--- src/sv/sda_pkg.sv ---
`timescale 1ns / 1ps
// ----------------------------------------------------------------------------
// sda_pkg: shared definitions for the sensor decimating averager
// Widths, window constants, register indexes, channel order and the
// structs passed between the top level, the lanes and the merge stage.
// ----------------------------------------------------------------------------
package sda_pkg;

    // Window and channel configuration
    localparam int WINDOW_LENGTH = 10;     // items per window, 2..16
    localparam int CHANNELS      = 8;      // lanes in use, 1..8
    localparam int SAMPLE_BITS   = 12;     // significant sample bits, 8..16

    localparam int NUM_IN    = 8;          // channel fields on the port
    localparam int SAMPLE_W  = 12;         // sample port width
    localparam int AVG_W     = 12;         // average field width
    localparam int SUM_W     = 16;         // running sum width (saturating)
    localparam int DIFF_W    = 13;         // signed difference fields
    localparam int LINE_W    = 3;
    localparam int CNT_W     = $clog2(WINDOW_LENGTH);

    localparam logic [SUM_W-1:0] SUM_MAX = {SUM_W{1'b1}};

    // Divide by WINDOW_LENGTH as multiply by rounded-up reciprocal, then shift
    localparam int DIV_SHIFT = SUM_W + $clog2(WINDOW_LENGTH);
    localparam longint DIV_MULT_L =
        ((64'd1 << DIV_SHIFT) + WINDOW_LENGTH - 1) / WINDOW_LENGTH;
    localparam int MULT_W    = SUM_W + 1;
    localparam int PROD_W    = SUM_W + MULT_W;
    localparam logic [MULT_W-1:0] DIV_MULT = MULT_W'(DIV_MULT_L);

    // Configuration register indexes
    localparam int CFG_IDX_W = 2;
    localparam int CFG_W     = 12;
    localparam logic [CFG_IDX_W-1:0] CFG_GATE_THRESHOLD = 2'd0;
    localparam logic [CFG_IDX_W-1:0] CFG_SERVO_CENTER   = 2'd1;
    localparam logic [CFG_IDX_W-1:0] CFG_LINE_THRESHOLD = 2'd2;

    localparam logic [CFG_W-1:0] GATE_THRESHOLD_RST = 12'd2048;
    localparam logic [CFG_W-1:0] SERVO_CENTER_RST   = 12'd2048;
    localparam logic [CFG_W-1:0] LINE_THRESHOLD_RST = 12'd500;

    // Channel order
    localparam int CH_POT       = 0;
    localparam int CH_GATE      = 1;
    localparam int CH_FAR_LEFT  = 2;
    localparam int CH_LEFT      = 3;
    localparam int CH_CENTER    = 4;
    localparam int CH_FAR_RIGHT = 5;
    localparam int CH_RIGHT     = 6;
    localparam int CH_BATTERY   = 7;

    typedef logic [NUM_IN-1:0][AVG_W-1:0] t_avg_vec;

    // Per-transfer control broadcast to every lane
    typedef struct packed {
        logic accept;       // input transfer this cycle
        logic window_end;   // this transfer closes the window
    } t_lane_ctl;

    typedef struct packed {
        logic [CFG_W-1:0] gate_threshold;
        logic [CFG_W-1:0] servo_center;
        logic [CFG_W-1:0] line_threshold;
    } t_cfg;

endpackage

--- src/sv/sensor_decimating_averager.sv ---
`timescale 1ns / 1ps
// ----------------------------------------------------------------------------
// sensor_decimating_averager: eight-channel boxcar decimating averager
// Sums eight sensor channels over a window and emits per-window averages
// with line bits, start gate flag, lateral error and servo angle.
// ----------------------------------------------------------------------------
// One input transfer per clock is taken whenever the result path can move:
// every channel has its own lane that adds the sample into a saturating
// 16-bit sum in the cycle of the transfer, so the sustained rate is one item
// per cycle. The tenth transfer of a window first freezes the sum of each
// lane into an average (multiply by the reciprocal of ten, registered in the
// lane), then restarts the sum with the current sample; after reset the
// first window therefore holds nine samples. The averages pass through a
// merge stage that derives line bits, gate flag and the signed differences
// and holds the result in an output register behind the lane averages.
// Input ready only drops when both the lane averages and the output
// register hold results that are not yet taken. The user must write
// threshold and center registers through the plain write port while the
// block is idle, unenforced by the block; writes to index 3 are ignored.
// ----------------------------------------------------------------------------
module sensor_decimating_averager (
    input  logic                             i_clk,
    input  logic                             i_rst_n,
    // configuration write port
    input  logic                             i_cfg_we,
    input  logic [sda_pkg::CFG_IDX_W-1:0]    i_cfg_index,
    input  logic [sda_pkg::CFG_W-1:0]        i_cfg_data,
    // sample channel
    input  logic                             i_in_valid,
    output logic                             o_in_ready,
    input  logic [sda_pkg::SAMPLE_W-1:0]     i_pot_sample,
    input  logic [sda_pkg::SAMPLE_W-1:0]     i_gate_sample,
    input  logic [sda_pkg::SAMPLE_W-1:0]     i_far_left_sample,
    input  logic [sda_pkg::SAMPLE_W-1:0]     i_left_sample,
    input  logic [sda_pkg::SAMPLE_W-1:0]     i_center_sample,
    input  logic [sda_pkg::SAMPLE_W-1:0]     i_far_right_sample,
    input  logic [sda_pkg::SAMPLE_W-1:0]     i_right_sample,
    input  logic [sda_pkg::SAMPLE_W-1:0]     i_battery_sample,
    // result channel
    output logic                             o_out_valid,
    input  logic                             i_out_ready,
    output logic [sda_pkg::AVG_W-1:0]        o_pot_avg,
    output logic [sda_pkg::AVG_W-1:0]        o_gate_avg,
    output logic [sda_pkg::AVG_W-1:0]        o_far_left_avg,
    output logic [sda_pkg::AVG_W-1:0]        o_left_avg,
    output logic [sda_pkg::AVG_W-1:0]        o_center_avg,
    output logic [sda_pkg::AVG_W-1:0]        o_far_right_avg,
    output logic [sda_pkg::AVG_W-1:0]        o_right_avg,
    output logic [sda_pkg::AVG_W-1:0]        o_battery_avg,
    output logic [sda_pkg::LINE_W-1:0]       o_line_bits,
    output logic                             o_gate_open,
    output logic signed [sda_pkg::DIFF_W-1:0] o_lateral_error,
    output logic signed [sda_pkg::DIFF_W-1:0] o_servo_angle
);

    sda_pkg::t_cfg                          r_cfg;
    logic [sda_pkg::CNT_W-1:0]              r_count;
    logic                                   r_a_valid;
    logic                                   w_a_ready;
    logic                                   w_accept;
    logic                                   w_window_end;
    sda_pkg::t_lane_ctl                     w_ctl;
    logic [sda_pkg::NUM_IN-1:0][sda_pkg::SAMPLE_W-1:0] w_samples;
    sda_pkg::t_avg_vec                      w_lane_avg;
    sda_pkg::t_avg_vec                      w_out_avg;

    // ---- configuration registers --------------------------------------
    always_ff @(posedge i_clk) begin
        if (!i_rst_n) begin
            r_cfg.gate_threshold <= sda_pkg::GATE_THRESHOLD_RST;
            r_cfg.servo_center   <= sda_pkg::SERVO_CENTER_RST;
            r_cfg.line_threshold <= sda_pkg::LINE_THRESHOLD_RST;
        end else if (i_cfg_we) begin
            unique case (i_cfg_index)
                sda_pkg::CFG_GATE_THRESHOLD: r_cfg.gate_threshold <= i_cfg_data;
                sda_pkg::CFG_SERVO_CENTER:   r_cfg.servo_center   <= i_cfg_data;
                sda_pkg::CFG_LINE_THRESHOLD: r_cfg.line_threshold <= i_cfg_data;
                default: ;  // unmapped index, write dropped
            endcase
        end
    end

    // ---- input handshake and window counter ---------------------------
    // Input may move when the lane average registers are free or drain now.
    assign o_in_ready   = !r_a_valid || w_a_ready;
    assign w_accept     = i_in_valid && o_in_ready;
    assign w_window_end = (r_count == sda_pkg::CNT_W'(sda_pkg::WINDOW_LENGTH - 1));

    always_ff @(posedge i_clk) begin
        if (!i_rst_n) begin
            r_count <= '0;
        end else if (w_accept) begin
            r_count <= w_window_end ? '0 : r_count + 1'b1;
        end
    end

    // lane averages hold a result between window end and hand-off to merge
    always_ff @(posedge i_clk) begin
        if (!i_rst_n) begin
            r_a_valid <= 1'b0;
        end else if (w_accept && w_window_end) begin
            r_a_valid <= 1'b1;
        end else if (w_a_ready) begin
            r_a_valid <= 1'b0;
        end
    end

    assign w_ctl.accept     = w_accept;
    assign w_ctl.window_end = w_window_end;

    // ---- lanes ----------------------------------------------------------
    assign w_samples[sda_pkg::CH_POT]       = i_pot_sample;
    assign w_samples[sda_pkg::CH_GATE]      = i_gate_sample;
    assign w_samples[sda_pkg::CH_FAR_LEFT]  = i_far_left_sample;
    assign w_samples[sda_pkg::CH_LEFT]      = i_left_sample;
    assign w_samples[sda_pkg::CH_CENTER]    = i_center_sample;
    assign w_samples[sda_pkg::CH_FAR_RIGHT] = i_far_right_sample;
    assign w_samples[sda_pkg::CH_RIGHT]     = i_right_sample;
    assign w_samples[sda_pkg::CH_BATTERY]   = i_battery_sample;

    for (genvar g = 0; g < sda_pkg::NUM_IN; g++) begin : g_lane
        if (g < sda_pkg::CHANNELS) begin : g_used
            sda_lane u_lane (
                .i_clk    (i_clk),
                .i_rst_n  (i_rst_n),
                .i_ctl    (w_ctl),
                .i_sample (w_samples[g]),
                .o_avg    (w_lane_avg[g])
            );
        end else begin : g_unused
            // channel never summed: average reads zero
            assign w_lane_avg[g] = '0;
        end
    end

    // ---- merge and output register --------------------------------------
    sda_merge u_merge (
        .i_clk           (i_clk),
        .i_rst_n         (i_rst_n),
        .i_a_valid       (r_a_valid),
        .o_a_ready       (w_a_ready),
        .i_avg           (w_lane_avg),
        .i_cfg           (r_cfg),
        .o_out_valid     (o_out_valid),
        .i_out_ready     (i_out_ready),
        .o_avg           (w_out_avg),
        .o_line_bits     (o_line_bits),
        .o_gate_open     (o_gate_open),
        .o_lateral_error (o_lateral_error),
        .o_servo_angle   (o_servo_angle)
    );

    assign o_pot_avg       = w_out_avg[sda_pkg::CH_POT];
    assign o_gate_avg      = w_out_avg[sda_pkg::CH_GATE];
    assign o_far_left_avg  = w_out_avg[sda_pkg::CH_FAR_LEFT];
    assign o_left_avg      = w_out_avg[sda_pkg::CH_LEFT];
    assign o_center_avg    = w_out_avg[sda_pkg::CH_CENTER];
    assign o_far_right_avg = w_out_avg[sda_pkg::CH_FAR_RIGHT];
    assign o_right_avg     = w_out_avg[sda_pkg::CH_RIGHT];
    assign o_battery_avg   = w_out_avg[sda_pkg::CH_BATTERY];

`ifndef SYNTHESIS
    // counter stays inside the window
    a_count_range: assert property (@(posedge i_clk) disable iff (!i_rst_n)
        r_count <= sda_pkg::CNT_W'(sda_pkg::WINDOW_LENGTH - 1))
        else $error("window counter out of range");

    // a window-closing transfer always leaves a pending average set
    a_window_capture: assert property (@(posedge i_clk) disable iff (!i_rst_n)
        (w_accept && w_window_end) |=> r_a_valid)
        else $error("window end did not capture averages");

    // pending averages move into an empty output register at once
    a_merge_moves: assert property (@(posedge i_clk) disable iff (!i_rst_n)
        (r_a_valid && !o_out_valid) |=> o_out_valid)
        else $error("averages stuck while output empty");

    // a result that is not yet taken never leaves the output
    a_out_held: assert property (@(posedge i_clk) disable iff (!i_rst_n)
        (o_out_valid && !i_out_ready) |=> o_out_valid)
        else $error("result lost under backpressure");
`endif

endmodule

--- src/sv/sda_lane.sv ---
`timescale 1ns / 1ps
// ----------------------------------------------------------------------------
// sda_lane: one channel accumulator
// Saturating running sum; at window end the sum is divided by the window
// length into a registered average and restarts from the current sample.
// ----------------------------------------------------------------------------
module sda_lane (
    input  logic                         i_clk,
    input  logic                         i_rst_n,
    input  sda_pkg::t_lane_ctl           i_ctl,
    input  logic [sda_pkg::SAMPLE_W-1:0] i_sample,
    output logic [sda_pkg::AVG_W-1:0]    o_avg
);

    logic [sda_pkg::SUM_W-1:0]  r_sum;
    logic [sda_pkg::SUM_W-1:0]  n_sum;
    logic [sda_pkg::SUM_W-1:0]  w_sample;
    logic [sda_pkg::SUM_W:0]    w_add;
    logic [sda_pkg::PROD_W-1:0] w_prod;
    logic [sda_pkg::AVG_W-1:0]  r_avg;

    // bits above SAMPLE_BITS are dropped
    always_comb begin
        w_sample = sda_pkg::SUM_W'(i_sample)
                 & sda_pkg::SUM_W'((64'd1 << sda_pkg::SAMPLE_BITS) - 64'd1);
    end

    assign w_add  = {1'b0, r_sum} + {1'b0, w_sample};
    assign w_prod = sda_pkg::PROD_W'(r_sum) * sda_pkg::PROD_W'(sda_pkg::DIV_MULT);

    always_comb begin
        if (i_ctl.window_end) begin
            n_sum = w_sample;
        end else if (w_add[sda_pkg::SUM_W]) begin
            n_sum = sda_pkg::SUM_MAX;
        end else begin
            n_sum = w_add[sda_pkg::SUM_W-1:0];
        end
    end

    always_ff @(posedge i_clk) begin
        if (!i_rst_n) begin
            r_sum <= '0;
        end else if (i_ctl.accept) begin
            r_sum <= n_sum;
        end
    end

    // quotient masked to the average width
    always_ff @(posedge i_clk) begin
        if (i_ctl.accept && i_ctl.window_end) begin
            r_avg <= w_prod[sda_pkg::DIV_SHIFT +: sda_pkg::AVG_W];
        end
    end

    assign o_avg = r_avg;

endmodule

--- src/sv/sda_merge.sv ---
`timescale 1ns / 1ps
// ----------------------------------------------------------------------------
// sda_merge: result stage
// Combines the lane averages into line bits, gate flag and signed
// differences, and holds the finished result until it is taken.
// ----------------------------------------------------------------------------
module sda_merge (
    input  logic                        i_clk,
    input  logic                        i_rst_n,
    input  logic                        i_a_valid,
    output logic                        o_a_ready,
    input  sda_pkg::t_avg_vec           i_avg,
    input  sda_pkg::t_cfg               i_cfg,
    output logic                        o_out_valid,
    input  logic                        i_out_ready,
    output sda_pkg::t_avg_vec           o_avg,
    output logic [sda_pkg::LINE_W-1:0]  o_line_bits,
    output logic                        o_gate_open,
    output logic signed [sda_pkg::DIFF_W-1:0] o_lateral_error,
    output logic signed [sda_pkg::DIFF_W-1:0] o_servo_angle
);

    logic                              r_valid;
    logic                              w_load;
    sda_pkg::t_avg_vec                 r_avg;
    logic [sda_pkg::LINE_W-1:0]        r_line, n_line;
    logic                              r_gate, n_gate;
    logic signed [sda_pkg::DIFF_W-1:0] r_lat, n_lat;
    logic signed [sda_pkg::DIFF_W-1:0] r_servo, n_servo;

    assign o_a_ready = !r_valid || i_out_ready;
    assign w_load    = i_a_valid && o_a_ready;

    always_comb begin
        n_line[0] = i_avg[sda_pkg::CH_FAR_RIGHT] < i_cfg.line_threshold;
        n_line[1] = i_avg[sda_pkg::CH_CENTER]    < i_cfg.line_threshold;
        n_line[2] = i_avg[sda_pkg::CH_FAR_LEFT]  < i_cfg.line_threshold;
        n_gate    = i_avg[sda_pkg::CH_GATE] <= i_cfg.gate_threshold;
        n_lat     = $signed({1'b0, i_avg[sda_pkg::CH_RIGHT]})
                  - $signed({1'b0, i_avg[sda_pkg::CH_LEFT]});
        n_servo   = $signed({1'b0, i_cfg.servo_center})
                  - $signed({1'b0, i_avg[sda_pkg::CH_POT]});
    end

    always_ff @(posedge i_clk) begin
        if (!i_rst_n) begin
            r_valid <= 1'b0;
        end else if (w_load) begin
            r_valid <= 1'b1;
        end else if (i_out_ready) begin
            r_valid <= 1'b0;
        end
    end

    always_ff @(posedge i_clk) begin
        if (w_load) begin
            r_avg   <= i_avg;
            r_line  <= n_line;
            r_gate  <= n_gate;
            r_lat   <= n_lat;
            r_servo <= n_servo;
        end
    end

    assign o_out_valid     = r_valid;
    assign o_avg           = r_avg;
    assign o_line_bits     = r_line;
    assign o_gate_open     = r_gate;
    assign o_lateral_error = r_lat;
    assign o_servo_angle   = r_servo;

endmodule

--- config.mk ---
export PLATFORM = sky130hd
export DESIGN_NAME = sensor_decimating_averager
export DESIGN_NICKNAME = d
export VERILOG_FILES = /design/src/sv/sda_pkg.sv /design/src/sv/sensor_decimating_averager.sv /design/src/sv/sda_lane.sv /design/src/sv/sda_merge.sv
export SDC_FILE = /design/constraint.sdc
export NUM_CORES = 2
export LEC_CHECK = 0
export BUFFER_PORTS_ARGS = -buffer_cell sky130_fd_sc_hd__buf_2
export CORE_MARGIN = 5
export CORE_UTILIZATION = 65
export CTS_CLUSTER_DIAMETER = 50
export DETAILED_ROUTE_END_ITERATION = 10
export PLACE_DENSITY_LB_ADDON = 0.2
export SETUP_SLACK_MARGIN = 0.05
export SYNTH_ARGS = -nofsm -noshare
export SYNTH_HDL_FRONTEND = slang
export SYNTH_SLANG_ARGS = --single-unit
--- constraint.sdc ---
create_clock -name i_clk -period 11.1 [get_ports i_clk]
set_input_delay 0.555 -clock i_clk [delete_from_list [all_inputs] [get_ports i_clk]]
set_output_delay 0.555 -clock i_clk [all_outputs]
set_load 0.005 [all_outputs]
==> reports/qor.txt <==
CLOCK NETWORK
------------------------------------------------------------------------------------------------------
Maximum level of the CTS H-tree .........................................................            2
Clock tree from TritonCTS ...............................................................          yes
Clock tree root driver cell ............................................................. sky130_fd_sc_hd__clkbuf_16
Post_cts resized ........................................................................            0
Number of buffers inserted to repair setup after CTS ....................................            0
Post-CTS Hold Fix Bufs ..................................................................            0
Source-to-sink clock delay at the later pin of the worst-skew pair ......................      0.64 ns
Total clock sinks .......................................................................          392
Clock transition at the register clock pins on the worst setup and hold paths after CTS .      0.06 ns
Clk buf depth ...........................................................................            3
TritonCTS Buffers .......................................................................           60

CRITICAL PATH
------------------------------------------------------------------------------------------------------
Arrival time at the worst endpoint ......................................................      6.47 ns
CP Data Required Time ...................................................................     11.51 ns
CP max-delay cell ....................................................................... sky130_fd_sc_hd__o21ai_0
Worst path max stage delay ..............................................................      0.69 ns
Cell-by-cell trace of the critical path ................................................. ha_1 > xor2_1 > ha_1 > a21o_1 > fa_1 > fa_1 > fa_1 > inv_1 > fa_1 > inv_1 > ha_1 > nand3_1 > nor2_1 > o211ai_1 > o21ai_0 > a221oi_1 > a21boi_0 > nor2_1 > o311ai_0
Start-to-end type of the worst setup path ............................................... flip-flop to flip-flop
Kind of capture point of the worst setup path ...........................................    flip-flop
Most frequent cell on the critical path ................................................. sky130_fd_sc_hd__fa_1
Peak fanout along the critical path .....................................................            8
Kind of start point of the critical path ................................................    flip-flop

TIMING
------------------------------------------------------------------------------------------------------
Total of endpoints with negative setup slack in the final report ........................            0
Fmax ....................................................................................    164.8 MHz
Sum of negative setup slack .............................................................         0 ns
Skew final ..............................................................................   0.02035 ns
Max-slew headroom .......................................................................       31.32%
Final Hold Fails ........................................................................            0
Max Transition Viols Final ..............................................................            0
Post-layout minimum cycle time ..........................................................     6.067 ns
Unrepaired setup endpoints after global routing .........................................        false
Period utilisation layout ...............................................................       54.66%
Transition time at the pin with the least slew margin ...................................     1.030 ns

ROUTE
------------------------------------------------------------------------------------------------------
Final antenna-violating net count .......................................................            0
First DRT Iteration DRCs ................................................................         2171
Residual DRC ............................................................................            0
Routed vias/inst ........................................................................        5.704
WL per Instance .........................................................................     19.78 um
1st-pass router iterations ..............................................................            6
Routed wire length ......................................................................    131800 um
Via count ...............................................................................        37991

FINAL LAYOUT
------------------------------------------------------------------------------------------------------
Area growth, synth to finish ............................................................       8.574%
Count of nets after finishing ...........................................................         7451
Fraction of layout cells with a size suffix above 1 .....................................       7.117%
Filler-free cell count of the finished design ...........................................         6660
Number of filler cells placed in the layout .............................................         6241
Leading cell type in the layout, fill and taps excluded ................................. sky130_fd_sc_hd__inv_1
Commonest non-fill, non-tap cells in the layout ......................................... sky130_fd_sc_hd__inv_1, sky130_fd_sc_hd__ha_1, sky130_fd_sc_hd__fa_1

PLACEMENT
------------------------------------------------------------------------------------------------------
HPWL reported at the end of detailed placement ..........................................    109500 um
Placed cells ............................................................................         6535
Port Buffers ............................................................................          242
Gp weighted congestion ..................................................................       0.9812

YOSYS
------------------------------------------------------------------------------------------------------
Yosys warning total .....................................................................            0
Number of distinct library cells after synthesis ........................................           75
Synth Area in XOR/XNOR ..................................................................       4.101%
Gate count after technology mapping .....................................................         5280
Share of synthesized area occupied by flip-flops and latches ............................       18.86%
Most frequently used flop master after synthesis ........................................ sky130_fd_sc_hd__edfxtp_1
Number of synthesized register bits .....................................................          392
Fraction of registers with async set or reset after synthesis ...........................           0%
Number of enable-type register cells in the synthesized netlist .........................          222
Avg Cell Area, Syn ......................................................................  10.11 sq um
Proportion of synthesized area in mux cells .............................................     0.07498%
Fraction of the mapped netlist area in simple logic gates ...............................       6.184%
Post-Synthesis Net Count ................................................................         7204
Fraction of the mapped netlist area in compound gates ...................................       10.47%
Largest family of logic cells by synthesized area .......................................  adder cells
Area share of fa/ha/maj cells after synthesis ...........................................       51.44%
Cell Area, Synth ........................................................................ 0.05340 sq mm

GLOBAL ROUTING
------------------------------------------------------------------------------------------------------
First-pass GRT wire length ..............................................................    210600 um
Combined global-route utilization of all metal layers ...................................       30.35%
Largest net degree at the start of global routing .......................................           80
Number of global-route vias before repair ...............................................        39694
Total global routing overflow ...........................................................            0
Initial antenna violation count .........................................................           14

FLOORPLAN
------------------------------------------------------------------------------------------------------
Area of the die ......................................................................... 0.08798 sq mm
Die width ...............................................................................     296.6 um
Count of pins on the block boundary .....................................................          243
Number of placement rows ................................................................          105
Floorplan die height ....................................................................     296.6 um
Area of the core region ................................................................. 0.08172 sq mm
Starting density of the core ............................................................       65.35%

POWER AND IR DROP
------------------------------------------------------------------------------------------------------
Maximum VDD drop ........................................................................  0.0001659 V
Power density relative to cell area ..................................................... 171.2 mW/mm^2
Static leakage power ....................................................................     31.02 nW

STATUS
------------------------------------------------------------------------------------------------------
Outcome ................................................................................. complete, no violations

RUN
------------------------------------------------------------------------------------------------------
Max capacitance violation total .........................................................            0

WORST HOLD PATH
------------------------------------------------------------------------------------------------------
Min-Delay Path Class .................................................................... input pin to flip-flop

-- cell usage after synthesis, types with 65 or more instances --
cell type / count / share of area (%)
sky130_fd_sc_hd__dfxtp_1: 170 / 6.4
sky130_fd_sc_hd__xor2_1: 99 / 1.6
sky130_fd_sc_hd__a21o_1: 108 / 1.5
sky130_fd_sc_hd__edfxtp_1: 222 / 12
sky130_fd_sc_hd__clkbuf_1: 70 / 0.49
sky130_fd_sc_hd__nor2_1: 191 / 1.3
sky130_fd_sc_hd__nand2_1: 239 / 1.7
sky130_fd_sc_hd__fa_1: 644 / 24
sky130_fd_sc_hd__inv_1: 1185 / 8.3
sky130_fd_sc_hd__o21ai_0: 127 / 1.2
sky130_fd_sc_hd__xnor2_1: 151 / 2.5
sky130_fd_sc_hd__nand3_1: 65 / 0.61
sky130_fd_sc_hd__ha_1: 1165 / 27
sky130_fd_sc_hd__a21oi_1: 285 / 2.7
-- critical path: cells and delay by family (launching register included) --
kind / cells / cell delay, ns
AND/OR/NAND/NOR: 3 / 0.33
AO/OA/AOI/OAI: 6 / 1.95
flip-flops: 1 / 0.54
buffers and inverters: 2 / 0.09
adder cells (fa/ha/maj): 7 / 2.75
XOR/XNOR: 1 / 0.17
-- per-stage QoR --
step	cell area [sq um]	hold WS, ns	setup slack (ns)	utilization [%]	total power [mW]
finish	57980	0.2870	5.033	70.95	9.924
global route	57960	0.2801	4.544	70.93	10.96
CTS	57950	0.2527	5.078	70.91	9.971
detailed placement	55830	0.4045	5.101	68.32	7.901
global placement	55830	0.4017	5.231	68.32	7.721
floorplan	53400	0.4003	4.280	-	6.330
-- registers in the layout, indices dropped and copies added (netlist names) --
signal and count:
g_lane.g_used.u_lane.r_sum 128, g_lane.g_used.u_lane.o_avg 96, u_merge.o_avg 96, r_cfg 36, u_merge.o_lateral_error 13, u_merge.o_servo_angle 13, r_count 4, u_merge.o_line_bits 3
r_a_valid 1, u_merge.o_gate_open 1, u_merge.o_out_valid 1
-- path summary, 6_finish.rpt --
kind | from | end | slack, ns | depth (start not counted)
max | g_lane[0].g_used.u_lane.r_sum[1] | g_lane[0].g_used.u_lane.o_avg[8] | 5.03 | 19
min reg2reg | g_lane[7].g_used.u_lane.o_avg[2] | u_merge.o_avg[86] | 0.42 | 0
min | i_gate_sample[5] | g_lane[1].g_used.u_lane.r_sum[5] | 0.29 | 3
max reg2reg | g_lane[0].g_used.u_lane.r_sum[1] | g_lane[0].g_used.u_lane.o_avg[8] | 5.03 | 19
-- final cells by class --
type	instances	area [sq um]	share of cell area, %
Clock buffer	64	1559	2.689
Antenna cell	12	30.03	0.05180
Sequential cell	392	10070	17.37
Inverter	1186	4459	7.692
Multi-Input combinational cell	3627	38610	66.60
Tap cell	1070	1339	2.309
Timing Repair Buffer	260	1346	2.322
Clock inverter	49	559.3	0.9647
-- power breakdown --
part           total, mW  internal, mW  leakage, nW  switching, mW
sequential          1.82          1.68         3.37          0.134
combinational       6.13          2.67         26.6           3.45
clock               1.98          1.19         1.02          0.796
-- cells by family after synthesis --
| family | Yosys count |
|---|---|
| buffers and inverters | 1261 |
| XOR/XNOR | 250 |
| flip-flops | 392 |
| AO/OA/AOI/OAI | 850 |
| multiplexers | 4 |
| AND/OR/NAND/NOR | 714 |
| adder cells (fa/ha/maj) | 1809 |
-- layer usage --
metal  vias up  routed length, um  global-route usage (%)
li1      18200                  -                       -
met1     18485              56220                   41.12
met2      1059              61680                   50.01
met3       239               8742                   5.473
met4         8               5063                   9.937
met5         -                 53                       0
Power figures use the tool's default switching activity.
